## config.mk

```make
export PLATFORM = sky130hd
export DESIGN_NAME = rds_byte_destuff_deframer_top
export DESIGN_NICKNAME = d
export VERILOG_FILES = /design/src/hdl/rdsd_pkg.sv /design/src/hdl/rdsd_frame_core.sv /design/src/hdl/rdsd_out_buf.sv /design/src/hdl/rds_byte_destuff_deframer_top.sv
export SDC_FILE = /design/constraint.sdc
export NUM_CORES = 1
export LEC_CHECK = 0
export BUFFER_PORTS_ARGS = -buffer_cell sky130_fd_sc_hd__buf_2
export CAP_MARGIN = 20
export CORE_MARGIN = 3
export CORE_UTILIZATION = 30
export CTS_CLUSTER_DIAMETER = 200
export DETAILED_ROUTE_END_ITERATION = 8
export HOLD_SLACK_MARGIN = 0.1
export PLACE_DENSITY = 0.52
export SYNTH_ARGS = -nofsm -noshare
export SYNTH_HDL_FRONTEND = slang
export SYNTH_SLANG_ARGS = --single-unit
```

## constraint.sdc

```tcl
create_clock -name clk -period 3.4 [get_ports clk]
set_input_delay 0.34 -clock clk [delete_from_list [all_inputs] [get_ports clk]]
set_output_delay 0.34 -clock clk [all_outputs]
set_load 0.01 [all_outputs]
```

## src/hdl/rdsd_pkg.sv

```systemverilog
`timescale 1ns / 1ps

package rdsd_pkg;

    localparam int BYTE_W = 8;
    localparam int POS_W  = 9;
    localparam int IN_TDATA_W  = 8;
    localparam int OUT_TDATA_W = 24;

    localparam logic [BYTE_W-1:0] ESC_BYTE   = 8'hfd;
    localparam logic [BYTE_W-1:0] START_MARK = 8'hfe;
    localparam logic [BYTE_W-1:0] END_MARK   = 8'hff;
    localparam logic [BYTE_W-1:0] STUFF_FD   = 8'h00;
    localparam logic [BYTE_W-1:0] STUFF_FE   = 8'h01;

    localparam logic [POS_W-1:0] LEN_POS   = 9'd4;
    localparam logic [POS_W-1:0] LEN_EXTRA = 9'd8;
    localparam logic [POS_W-1:0] MAX_POS   = 9'd262;

    typedef struct packed {
        logic [BYTE_W-1:0] frame_byte;
        logic [POS_W-1:0]  byte_position;
        logic              last_of_frame;
        logic              end_marker_ok;
    } rdsd_result_t;

    // escaped byte after 0xfd maps back onto one of the reserved codes
    function automatic logic [BYTE_W-1:0] destuff(input logic [BYTE_W-1:0] b);
        logic [BYTE_W-1:0] r;
        r = END_MARK;
        if (b == STUFF_FD)
        begin
            r = ESC_BYTE;
        end
        else if (b == STUFF_FE)
        begin
            r = START_MARK;
        end
        return r;
    endfunction

endpackage

```

## src/hdl/rdsd_frame_core.sv

```systemverilog
`timescale 1ns / 1ps

module rdsd_frame_core (
    input  logic                         clk,
    input  logic                         rst_n,
    input  logic                         in_valid,
    input  logic [rdsd_pkg::BYTE_W-1:0]  in_byte,
    output logic                         in_ready,
    input  logic                         buf_full,
    output logic                         res_push,
    output rdsd_pkg::rdsd_result_t       res
);
    import rdsd_pkg::*;

    logic              hold_valid_reg, hold_valid_next;
    logic [BYTE_W-1:0] hold_byte_reg;
    logic              esc_reg, esc_next;
    logic              inside_reg, inside_next;
    logic [POS_W-1:0]  index_reg, index_next;
    logic [POS_W-1:0]  total_reg, total_next;

    logic              is_esc;
    logic [BYTE_W-1:0] b;
    logic              has_result;
    logic [POS_W-1:0]  pos;
    logic [POS_W-1:0]  total_cur;
    logic              last;
    logic              advance;
    logic              accept;

    always_comb
    begin
        is_esc     = (hold_byte_reg == ESC_BYTE);
        b          = esc_reg ? destuff(hold_byte_reg) : hold_byte_reg;
        has_result = !is_esc && (inside_reg || (b == START_MARK));
        pos        = inside_reg ? index_reg : '0;
        total_cur  = inside_reg ? total_reg : '0;
        if (pos == LEN_POS)
        begin
            total_cur = POS_W'({1'b0, b}) + LEN_EXTRA;
        end
        last = (pos >= LEN_POS) &&
               (({1'b0, pos} + 10'd1) >= {1'b0, total_cur});

        advance  = hold_valid_reg && (!has_result || !buf_full);
        in_ready = !hold_valid_reg || advance;
        accept   = in_valid && in_ready;

        hold_valid_next = accept ? 1'b1 : (advance ? 1'b0 : hold_valid_reg);
        esc_next    = esc_reg;
        inside_next = inside_reg;
        index_next  = index_reg;
        total_next  = total_reg;
        if (advance)
        begin
            esc_next = is_esc;
            if (has_result)
            begin
                inside_next = !last;
                index_next  = last ? '0 : pos + 9'd1;
                total_next  = total_cur;
            end
        end

        res_push          = advance && has_result;
        res.frame_byte    = b;
        res.byte_position = pos;
        res.last_of_frame = last;
        res.end_marker_ok = last && (b == END_MARK);
    end

    always_ff @(posedge clk or negedge rst_n)
    begin
        if (!rst_n)
        begin
            hold_valid_reg <= 1'b0;
            esc_reg        <= 1'b0;
            inside_reg     <= 1'b0;
            index_reg      <= '0;
            total_reg      <= '0;
        end
        else
        begin
            hold_valid_reg <= hold_valid_next;
            esc_reg        <= esc_next;
            inside_reg     <= inside_next;
            index_reg      <= index_next;
            total_reg      <= total_next;
        end
    end

    always_ff @(posedge clk)
    begin
        if (accept)
        begin
            hold_byte_reg <= in_byte;
        end
    end

endmodule

```

## src/hdl/rdsd_out_buf.sv

```systemverilog
`timescale 1ns / 1ps

module rdsd_out_buf (
    input  logic                    clk,
    input  logic                    rst_n,
    input  logic                    push,
    input  rdsd_pkg::rdsd_result_t  push_data,
    output logic                    full,
    output logic                    out_valid,
    input  logic                    out_ready,
    output rdsd_pkg::rdsd_result_t  out_data
);
    import rdsd_pkg::*;

    rdsd_result_t head_reg, head_next;
    rdsd_result_t tail_reg, tail_next;
    logic [1:0]   count_reg, count_next;
    logic         pop;

    always_comb
    begin
        pop       = out_valid && out_ready;
        head_next = head_reg;
        tail_next = tail_reg;
        count_next = count_reg;
        if (push && pop)
        begin
            if (count_reg == 2'd1)
            begin
                head_next = push_data;
            end
            else
            begin
                head_next = tail_reg;
                tail_next = push_data;
            end
        end
        else if (push)
        begin
            if (count_reg == 2'd0)
            begin
                head_next = push_data;
            end
            else
            begin
                tail_next = push_data;
            end
            count_next = count_reg + 2'd1;
        end
        else if (pop)
        begin
            head_next  = tail_reg;
            count_next = count_reg - 2'd1;
        end
    end

    assign full      = (count_reg == 2'd2);
    assign out_valid = (count_reg != 2'd0);
    assign out_data  = head_reg;

    always_ff @(posedge clk or negedge rst_n)
    begin
        if (!rst_n)
        begin
            count_reg <= 2'd0;
        end
        else
        begin
            count_reg <= count_next;
        end
    end

    always_ff @(posedge clk)
    begin
        head_reg <= head_next;
        tail_reg <= tail_next;
    end

endmodule

```

## src/hdl/rds_byte_destuff_deframer_top.sv

```systemverilog
`timescale 1ns / 1ps

// rds byte destuffer and frame extractor: takes one stuffed rds stream byte per
// transaction on the slave side and sustains one byte per clock. a 0xfd byte
// is an escape and produces nothing; the following byte is decoded as 0xfd
// (for 0x00), 0xfe (for 0x01) or 0xff (anything else). bytes are dropped until
// a 0xfe start marker, then every frame byte leaves on the master side with its
// position; frame byte 4 is the length and the frame is that value plus 8 bytes
// long. tlast marks the final byte and tuser says it matched the 0xff end
// marker. master tvalid rises after the byte has passed the input hold register
// and then the output register; throughput is set by the single decode stage and
// the two-entry output buffer, which keeps s_tready independent of m_tready so a
// back-pressured output stalls the input only once two results are waiting
// and the held byte would make a third.

module rds_byte_destuff_deframer_top (
    input  logic                               clk,
    input  logic                               rst_n,
    input  logic                               s_tvalid,
    output logic                               s_tready,
    input  logic [rdsd_pkg::IN_TDATA_W-1:0]    s_tdata,  // [7:0] raw_byte
    output logic                               m_tvalid,
    input  logic                               m_tready,
    output logic [rdsd_pkg::OUT_TDATA_W-1:0]   m_tdata,  // [7:0] frame_byte, [16:8] byte_position, rest zero
    output logic                               m_tlast,  // last_of_frame
    output logic                               m_tuser   // end_marker_ok
);
    import rdsd_pkg::*;

    rdsd_result_t core_res;
    rdsd_result_t out_res;
    logic         core_push;
    logic         buf_full;

    // decode stage: escape handling, frame hunt, position and length tracking
    rdsd_frame_core u_core (
        .clk      (clk),
        .rst_n    (rst_n),
        .in_valid (s_tvalid),
        .in_byte  (s_tdata[BYTE_W-1:0]),
        .in_ready (s_tready),
        .buf_full (buf_full),
        .res_push (core_push),
        .res      (core_res)
    );

    // output register pair decoupling the two handshakes
    rdsd_out_buf u_out (
        .clk       (clk),
        .rst_n     (rst_n),
        .push      (core_push),
        .push_data (core_res),
        .full      (buf_full),
        .out_valid (m_tvalid),
        .out_ready (m_tready),
        .out_data  (out_res)
    );

    assign m_tdata = {(OUT_TDATA_W - BYTE_W - POS_W)'(0), out_res.byte_position,
                      out_res.frame_byte};
    assign m_tlast = out_res.last_of_frame;
    assign m_tuser = out_res.end_marker_ok;

    // never push a result into a full buffer
    assert property (@(posedge clk) disable iff (!rst_n) core_push |-> !buf_full)
        else $error("result pushed into full output buffer");

    // input only stalls when the output buffer is full
    assert property (@(posedge clk) disable iff (!rst_n) !s_tready |-> buf_full)
        else $error("input stalled while output buffer has room");

    // end marker flag only on the last byte of a frame
    assert property (@(posedge clk) disable iff (!rst_n) (m_tvalid && !m_tlast) |-> !m_tuser)
        else $error("end marker flag on a non-final byte");

    // position never exceeds the longest possible frame
    assert property (@(posedge clk) disable iff (!rst_n)
        m_tvalid |-> (m_tdata[16:8] <= MAX_POS))
        else $error("byte position out of range");

endmodule

```

# --- After elaboration in Yosys (flattened, before gate mapping) ---
# Index checks and enable logic that the tools add are counted.
word_totals:
  ff_bits: 69
  latch_bits: 0
  mem_bits_ro: 0
  ram_bits: 0
  memories: 0
classes:
  shifts: 0
  n_mul: 0
  n_reduce_logical: 27
  n_lt_le_gt_ge: 2
  div: 0
  addsub: 5
  muxes: 20
  bitwise: 1
  eq_ne: 10
ops:
  columns: ["operator", "n"]
  rows:
  - ["$mux 19", 9]
  - ["$mux 9", 4]
  - ["$eq 8x8->1 const B", 3]
  - ["$add 9x1->10 const B", 1]
  - ["$ge 10x9->1", 1]
  - ["$add 8x4->9 const B", 1]
  - ["$add 9x1->9 const B", 1]
  - ["$eq 9x3->1 const B", 1]
  - ["$ge 9x3->1 const B", 1]
  - ["$eq 8x1->1 const B", 1]
  - ["$logic_and 1x1->1", 8]
  - ["$logic_not 8->1", 1]
  - ["$mux 8", 1]
  - ["$reduce_bool 2->1", 4]
  - ["$mux 2", 3]
  - ["$reduce_and 2->1", 3]
  - ["$logic_not 1->1", 5]
  - ["$logic_or 1x1->1", 3]
  - ["$mux 1", 3]
  - ["$ne 3x3->1 const B", 1]
  - ["$reduce_and 3->1", 1]
  - ["$reduce_bool 3->1", 1]
  - ["$add 2x1->2 const B", 1]
  - ["$eq 2x1->1 const B", 1]
  - ["other kinds (6)", 6]

# --- Depth between registers and ports, before layout ---
# Gate-level depths: netlist (run 1).
depth:
  ltp_word: 14
  ltp_mapped: 16
  depth_no_buf: 12

# --- By module ---
# A second synthesis (run 1) with hierarchy kept.
hier_totals:
  cells_unflattened: 301
  area_unflattened_um2: 3590.9
modules_own_cells:
  columns: ["module", "seq_area_each_um2", "area_each_um2", "cells_each", "instances"]
  rows:
  - ["rdsd_frame_core", 765.7, 1939.4, 218, 1]
  - ["rdsd_out_buf", 1191.1, 1595.3, 75, 1]
  - ["rds_byte_destuff_deframer_top", 0.0, 56.3, 8, 1]

# --- Worst setup path after synthesis (run 1) ---
# No wires, ideal clock.
synth_timing:
  path_type: "register -> register"
  start: "reg u_core.inside_reg"
  end: "reg u_out.tail_reg[0] in the netlist's numbering, data pin"
  t_arrival_ns: 3.179
  setup_time_ns: 0.255
  setup_slack_ns: -0.033
  path_stages_with_launch: 17
  n_path_buf: 5
  t_required_ns: 3.145
  synth_period_minus_slack_ns: 3.433
  path_cell_list: "dfrtp_1 -> clkbuf_1 -> buf_1 -> clkbuf_1 -> nand2_1 -> ha_1 -> nand4_1 -> clkbuf_1 -> nor2_1 -> a31oi_1 -> ha_1 -> a21oi_1 -> nor2b_1 -> a311oi_1 -> a32oi_1 -> clkbuf_1 -> and2_1"
synth_rtl:
  columns: ["item", "line", "source"]
  rows:
  - ["start, declared", "rdsd_frame_core.sv:18", "logic inside_reg, inside_next;"]
  - ["start signal, assigned", "rdsd_frame_core.sv:86", "inside_reg <= inside_next;"]
  - ["end signal, assigned", "rdsd_out_buf.sv:76", "tail_reg <= tail_next;"]
  - ["end, declared", "rdsd_out_buf.sv:16", "rdsd_result_t tail_reg, tail_next;"]

==> flow_summary.json, run 1 <==
{
  "status": "finished, final reports clean",
  "worst_slew_pin_slew_ns": 0.5475,
  "hold_path.class": "in2reg",
  "ys_ff_latch": 69,
  "syn_area_um2": 3485,
  "cts_buffers": 9,
  "layout_min_cycle_time_ns": 3.186,
  "clock_latency_ns": 0.34,
  "drtIter0Drc": 151,
  "cp.arrival_ns": 3.43,
  "die_y_um": 113.8,
  "pwr_density_cell_nw_per_um2": 816.4,
  "cts-htree-levels": 3,
  "yosys.cell_count.top_type": "edfxtp_1",
  "cp_common_cell": "ha_1",
  "nNetsFinal": 399,
  "layout-drive-gt1-share_pct": 22.34,
  "die_w_um": 113.8,
  "rows": 38,
  "hp-start": "s_tdata[1]",
  "track_usage_pct": 12.14,
  "start_kind": "register",
  "fin_skew_ns": 0.006367,
  "ys_types": 49,
  "synth_commonest_cells": "edfxtp_1, nand2_1, dfrtp_1, inv_1, nor2_1",
  "yosysWarnings": 0,
  "rsz0062_at_grt": "false",
  "initial_core_util_pct": 31.45,
  "crit_slowest_cell": "edfxtp_1",
  "ant_nets": 0,
  "dp_hpwl_um": 5283,
  "drv_slew": 0,
  "synth_flop_cell": "edfxtp_1",
  "grt_max_degree": 30,
  "cts_buffer_depth": 2,
  "setup_violations": 0,
  "min_to": "u_core.hold_byte_reg[1]$_DFFE_PP_",
  "async_flop_share_pct": 33.33,
  "syn_area_per_cell_um2": 10.69,
  "dieArea_um2": 12940,
  "max_slew_margin_pct": 63.50,
  "instances_no_fill": 516,
  "clock.fmax_mhz": 313.9,
  "synth_edf_count": 46,
  "fin_crit_sh_pct": 93.71,
  "crit_buf_inv": 1,
  "diodes": 0,
  "crit_fanout": 10,
  "io_pins": 40,
  "fp.coreArea_um2": 11080,
  "r2r_end": "u_core.index_reg[0]$_DFFE_PN0N_",
  "worstSetupStartpoint": "u_core.hold_byte_reg[4]$_DFFE_PP_",
  "maxCapViolations": 0,
  "clkTransAtPathRegs_ns": 0.06,
  "synth_cells": 326,
  "grt_pass1_wl_um": 12230,
  "cts_tree": "done",
  "cts_sinks": 69,
  "synth.largest_area_cell": "edfxtp_1",
  "routed_via_density": 4.806,
  "crit_family": "compound AO/OA/AOI/OAI gates",
  "worstSetupPathType": "reg2reg",
  "area_delta_synth_final_pct": 21.29,
  "reg2reg_slack_ns": 0.21,
  "crit_cells": 13,
  "path_cells": "or2_2 -> ha_1 -> and3_1 -> o21ai_1 -> nor2_1 -> a31oi_1 -> ha_1 -> a21oi_1 -> nor2b_1 -> a311oi_1 -> a32oi_2 -> buf_4 -> o31ai_1",
  "min_delay_path_depth": 1,
  "vias": 2480,
  "overflow": 0,
  "antenna_found_initial": 0,
  "routedWlPerCell_um": 14.22,
  "seq_area_frac_synth_pct": 56.16,
  "grt_pass1_vias": 2450,
  "reg2reg_depth": 13,
  "cp_slowest_stage_delay_ns": 0.47,
  "end_kind": "register",
  "synth_top_area_share_pct": 39.64,
  "synth.area.top_cells": "edfxtp_1, dfrtp_1, ha_1",
  "finalHoldViolCount": 0,
  "first_pass_iters": 4,
  "port_buffers": 32,
  "setup_tns_ns": 0,
  "power_leakage_nw": 1.760,
  "fill_cells": 1062,
  "cp.required_ns": 3.64,
  "peakVddDrop_mv": 0.3442,
  "place_inst": 498,
  "drc": 0,
  "root_buffer": "clkbuf_16",
  "gp_congestion": 0.8730,
  "drt_wl_total_um": 7338,
  "fin_util_pct": 38.15,
  "rr_startpoint": "u_core.hold_byte_reg[4]$_DFFE_PP_"
}
through the flow:
stage                     hold WS, ns  power (W)  setup slack (ns)  instance area (µm²)
after floorplan               0.04441   0.002044           0.06539                 3511
after global placement         0.3669   0.002367            0.1451                 3840
after detailed placement       0.3651   0.002385            0.1083                 3840
after CTS                      0.1718   0.003470           0.08904                 4199
after global routing           0.1674   0.003688           0.01006                 4227
final                          0.1828   0.003450            0.2138                 4227
worst reg2reg max path, delay by kind of cell, from the launching register on:
kind / cells / cell delay (ns)
AO/OA/AOI/OAI: 6 / 1.23
adder cells (fa/ha/maj): 2 / 0.51
buffers and inverters: 1 / 0.23
flip-flops: 1 / 0.47
AND/OR/NAND/NOR: 4 / 0.65
logic make-up after synthesis:
kind of cell | share of synthesized area [%]
and+or+nand+nor | 15.01
AOI/OAI and AO/OA | 12.07
DFF | 56.16
buffers and inverters | 5.852
adders and majority gates | 5.745
xor gates and xnor gates | 2.513
muxes | 2.550
other | 0.1076
power by group:
| part | internal, W | switching [W] | total [W] |
|---|---|---|---|
| clock | 0.000719 | 0.000359 | 0.00108 |
| sequential | 0.00121 | 0.0000961 | 0.00130 |
| combinational | 0.000408 | 0.000660 | 0.00107 |
| total | 0.00234 | 0.00112 | 0.00345 |
worst max path at each step:
stage                                                  to  slack (ns)
final                     u_core.index_reg[0]$_DFFE_PN0N_        0.21
after global routing      u_core.index_reg[0]$_DFFE_PN0N_        0.01
after CTS                    u_out.out_data[15]$_DFFE_PP_        0.09
after detailed placement     u_out.out_data[15]$_DFFE_PP_        0.11
after global placement        u_out.out_data[1]$_DFFE_PP_        0.15
after floorplan              u_out.out_data[14]$_DFFE_PP_        0.07
cells in the final DEF (no fill, tap or decap), drive strengths merged, types with 11 or more instances in the layout:
| cell type | netlist | routed |
|---|---|---|
| a21oi | 13 | 13 |
| buf | 12 | 49 |
| dfrtp | 23 | 23 |
| edfxtp | 46 | 46 |
| ha | 16 | 16 |
| inv | 21 | 21 |
| nand2 | 43 | 43 |
| nand3 | 11 | 11 |
| nor2 | 20 | 20 |
| o21ai | 33 | 33 |
layer usage:
| layer | global-route usage (%) | up-vias | share of wire, % | wire length, µm |
|---|---|---|---|---|
| li1 | - | 1243 | - | - |
| met1 | 16.28 | 1179 | 48 | 3499 |
| met2 | 18.49 | 49 | 46 | 3404 |
| met3 | 2.865 | 9 | 4.2 | 311 |
| met4 | 5.938 | 0 | 1.7 | 123 |
| met5 | 0 | - | 0 | 0 |
layout make-up:
cell class,count,area (µm²),area share (%)
multi-input combinational,220,1365,32.30
sequential,69,1957,46.30
timing repair buffer,50,301.5,7.134
inverter,21,78.83,1.865
clock buffer,9,225.2,5.329
tap,140,175.2,4.144
clock inverter,7,123.9,2.931
repair_timing:
action / in CTS / in global routing
setup buffers: 0 / 1
endpoints found under the setup margin: 0 / 26
gates resized for setup: 0 / 5
hold buffers: 1 / 0
endpoints found under the hold margin: 23 / 0
(Power assumes the default switching activity.)
==> run 2: changes to the inputs <==
Settings changed: PLACE_DENSITY 0.52 to 0.51.
Clock period 3.4 ns to 3.8 ns, I/O delays scaled along.
==> flow_summary.json, run 2 (synthesis gave the netlist of run 1 again) <==
{
  "grt_max_degree": 30,
  "p_sw_w": 0.0009803,
  "clock_latency_ns": 0.33,
  "root_buffer": "clkbuf_16",
  "fin_crit_sh_pct": 90.48,
  "die_w_um": 113.8,
  "max_slew_margin_pct": 60.22,
  "gp_congestion": 0.8646,
  "post_cts_buffers": 0,
  "power_frac_seq_pct": 39.8,
  "first_pass_iters": 4,
  "intPower_w": 0.001993,
  "drc": 0,
  "maxCapViolations": 0,
  "die_y_um": 113.8,
  "layout_min_cycle_time_ns": 3.438,
  "instances_no_fill": 508,
  "worst_slew_pin_slew_ns": 0.5904,
  "io_pins": 40,
  "setup_violations": 0,
  "fill_cells": 1094,
  "swShare_pct": 32.97,
  "hold_path.class": "in2reg",
  "rows": 38,
  "grt_pass1_vias": 2532,
  "cp.arrival_ns": 3.65,
  "clock.fmax_mhz": 290.8,
  "grt_pass1_wl_um": 12480,
  "cts_buffers": 9,
  "nNetsFinal": 391,
  "end_kind": "register",
  "layout-drive-gt1-share_pct": 19.57,
  "track_usage_pct": 12.31,
  "dp_hpwl_um": 5326,
  "fin_skew_ns": 0.005919,
  "cts_sinks": 69,
  "drt_wl_total_um": 7383,
  "pwr-share-clk_pct": 29.6,
  "drtIter0Drc": 153,
  "dieArea_um2": 12940,
  "cts-htree-levels": 3,
  "mostFrequentLayoutCell": "edfxtp_1",
  "status": "finished, final reports clean",
  "crit_fanout": 11,
  "area_delta_synth_final_pct": 17.95,
  "initial_core_util_pct": 31.45,
  "peakVddDrop_mv": 0.2780,
  "worstSetupPathType": "reg2reg",
  "routed_via_density": 4.801,
  "power_w": 0.002974,
  "cts-resized-gates": 0,
  "final_cell_mix": "edfxtp_1, nand2_1, buf_2, dfrtp_1",
  "fp.coreArea_um2": 11080,
  "antenna_found_initial": 0,
  "rsz0062_at_grt": "false",
  "clkTransAtPathRegs_ns": 0.06,
  "overflow": 0,
  "ant_nets": 0,
  "cts_tree": "done",
  "place_inst": 491,
  "cp.required_ns": 4.01,
  "comb_power_share_pct": 30.6,
  "finalHoldViolCount": 0,
  "port_buffers": 32,
  "power_leakage_nw": 1.700,
  "cts_buffer_depth": 2,
  "cts-hold-fix-buffers": 1,
  "drv_slew": 0,
  "routedWlPerCell_um": 14.53,
  "vias": 2439,
  "pwr_density_cell_nw_per_um2": 723.5,
  "setup_tns_ns": 0,
  "diodes": 0,
  "start_kind": "register"
}
==> run 2: final timing paths <==
kind / start / slack [ns] / end / cells after the start
worst max-delay path: u_core.hold_byte_reg[6]$_DFFE_PP_ / 0.36 / u_out.tail_reg[0]$_DFFE_PP_ / 11
worst min-delay path: s_tdata[0] / 0.22 / u_core.hold_byte_reg[0]$_DFFE_PP_ / 1
worst max register to register: u_core.hold_byte_reg[6]$_DFFE_PP_ / 0.36 / u_out.tail_reg[0]$_DFFE_PP_ / 11
worst min register to register: u_core.total_reg[1]$_DFFE_PN0N_ / 0.49 / u_core.total_reg[1]$_DFFE_PN0N_ / 2
max in group asynchronous: rst_n / 2.84 / u_core.total_reg[1]$_DFFE_PN0N_ / 2
min in group asynchronous: rst_n / 0.57 / u_core.hold_valid_reg$_DFFE_PN0P_ / 2
==> run 2: final cells by class <==
class	count	area (µm²)	area share (%)
sequential	69	1957	47.61
multi-input combinational	220	1346	32.75
timing repair buffer	42	237.7	5.784
clock buffer	9	225.2	5.479
tap	140	175.2	4.262
clock inverter	7	90.09	2.192
inverter	21	78.83	1.918
==> run 2: power by group through the flow <==
stage / logic, W / clock network, W / registers (W)
global placement: 0.000922 / 0 / 0.00119
detailed placement: 0.000926 / 0 / 0.00120
CTS: 0.000933 / 0.000903 / 0.00118
global route: 0.00104 / 0.000934 / 0.00121
finish: 0.000910 / 0.000881 / 0.00118
floorplan: 0.000615 / 0 / 0.00121
==> run 2: worst max-delay path: stages (launching register included) <==
cell,delay [ns]
edfxtp_1,0.47
or4_4,0.57
or4_1,0.50
o21ai_0,0.24
o21ai_0,0.16
ha_1,0.30
nor2b_1,0.04
o21ai_0,0.23
a21oi_1,0.11
a32oi_1,0.31
buf_4,0.25
and2_1,0.13
==> run 2: stage by stage <==
| step | setup WS [ns] | instance area [µm²] | util (%) | hold WS [ns] |
|---|---|---|---|---|
| after floorplan | 0.3668 | 3507 | - | 0.08441 |
| after detailed placement | 0.3526 | 3785 | 34.17 | 0.4143 |
| after global placement | 0.3350 | 3785 | 34.17 | 0.4052 |
| final | 0.3616 | 4110 | 37.10 | 0.2183 |
| after CTS | 0.3354 | 4110 | 37.10 | 0.2064 |
| after global routing | 0.04033 | 4110 | 37.10 | 0.2099 |
==> run 2: layer usage <==
| layer | global-route usage (%) | vias to the layer above | share of wire [%] |
|---|---|---|---|
| li1 | - | 1217 | - |
| met1 | 15.96 | 1162 | 48 |
| met2 | 19.47 | 46 | 46 |
| met3 | 2.812 | 14 | 3.8 |
| met4 | 5.938 | 0 | 2.4 |
| met5 | 0 | - | 0 |
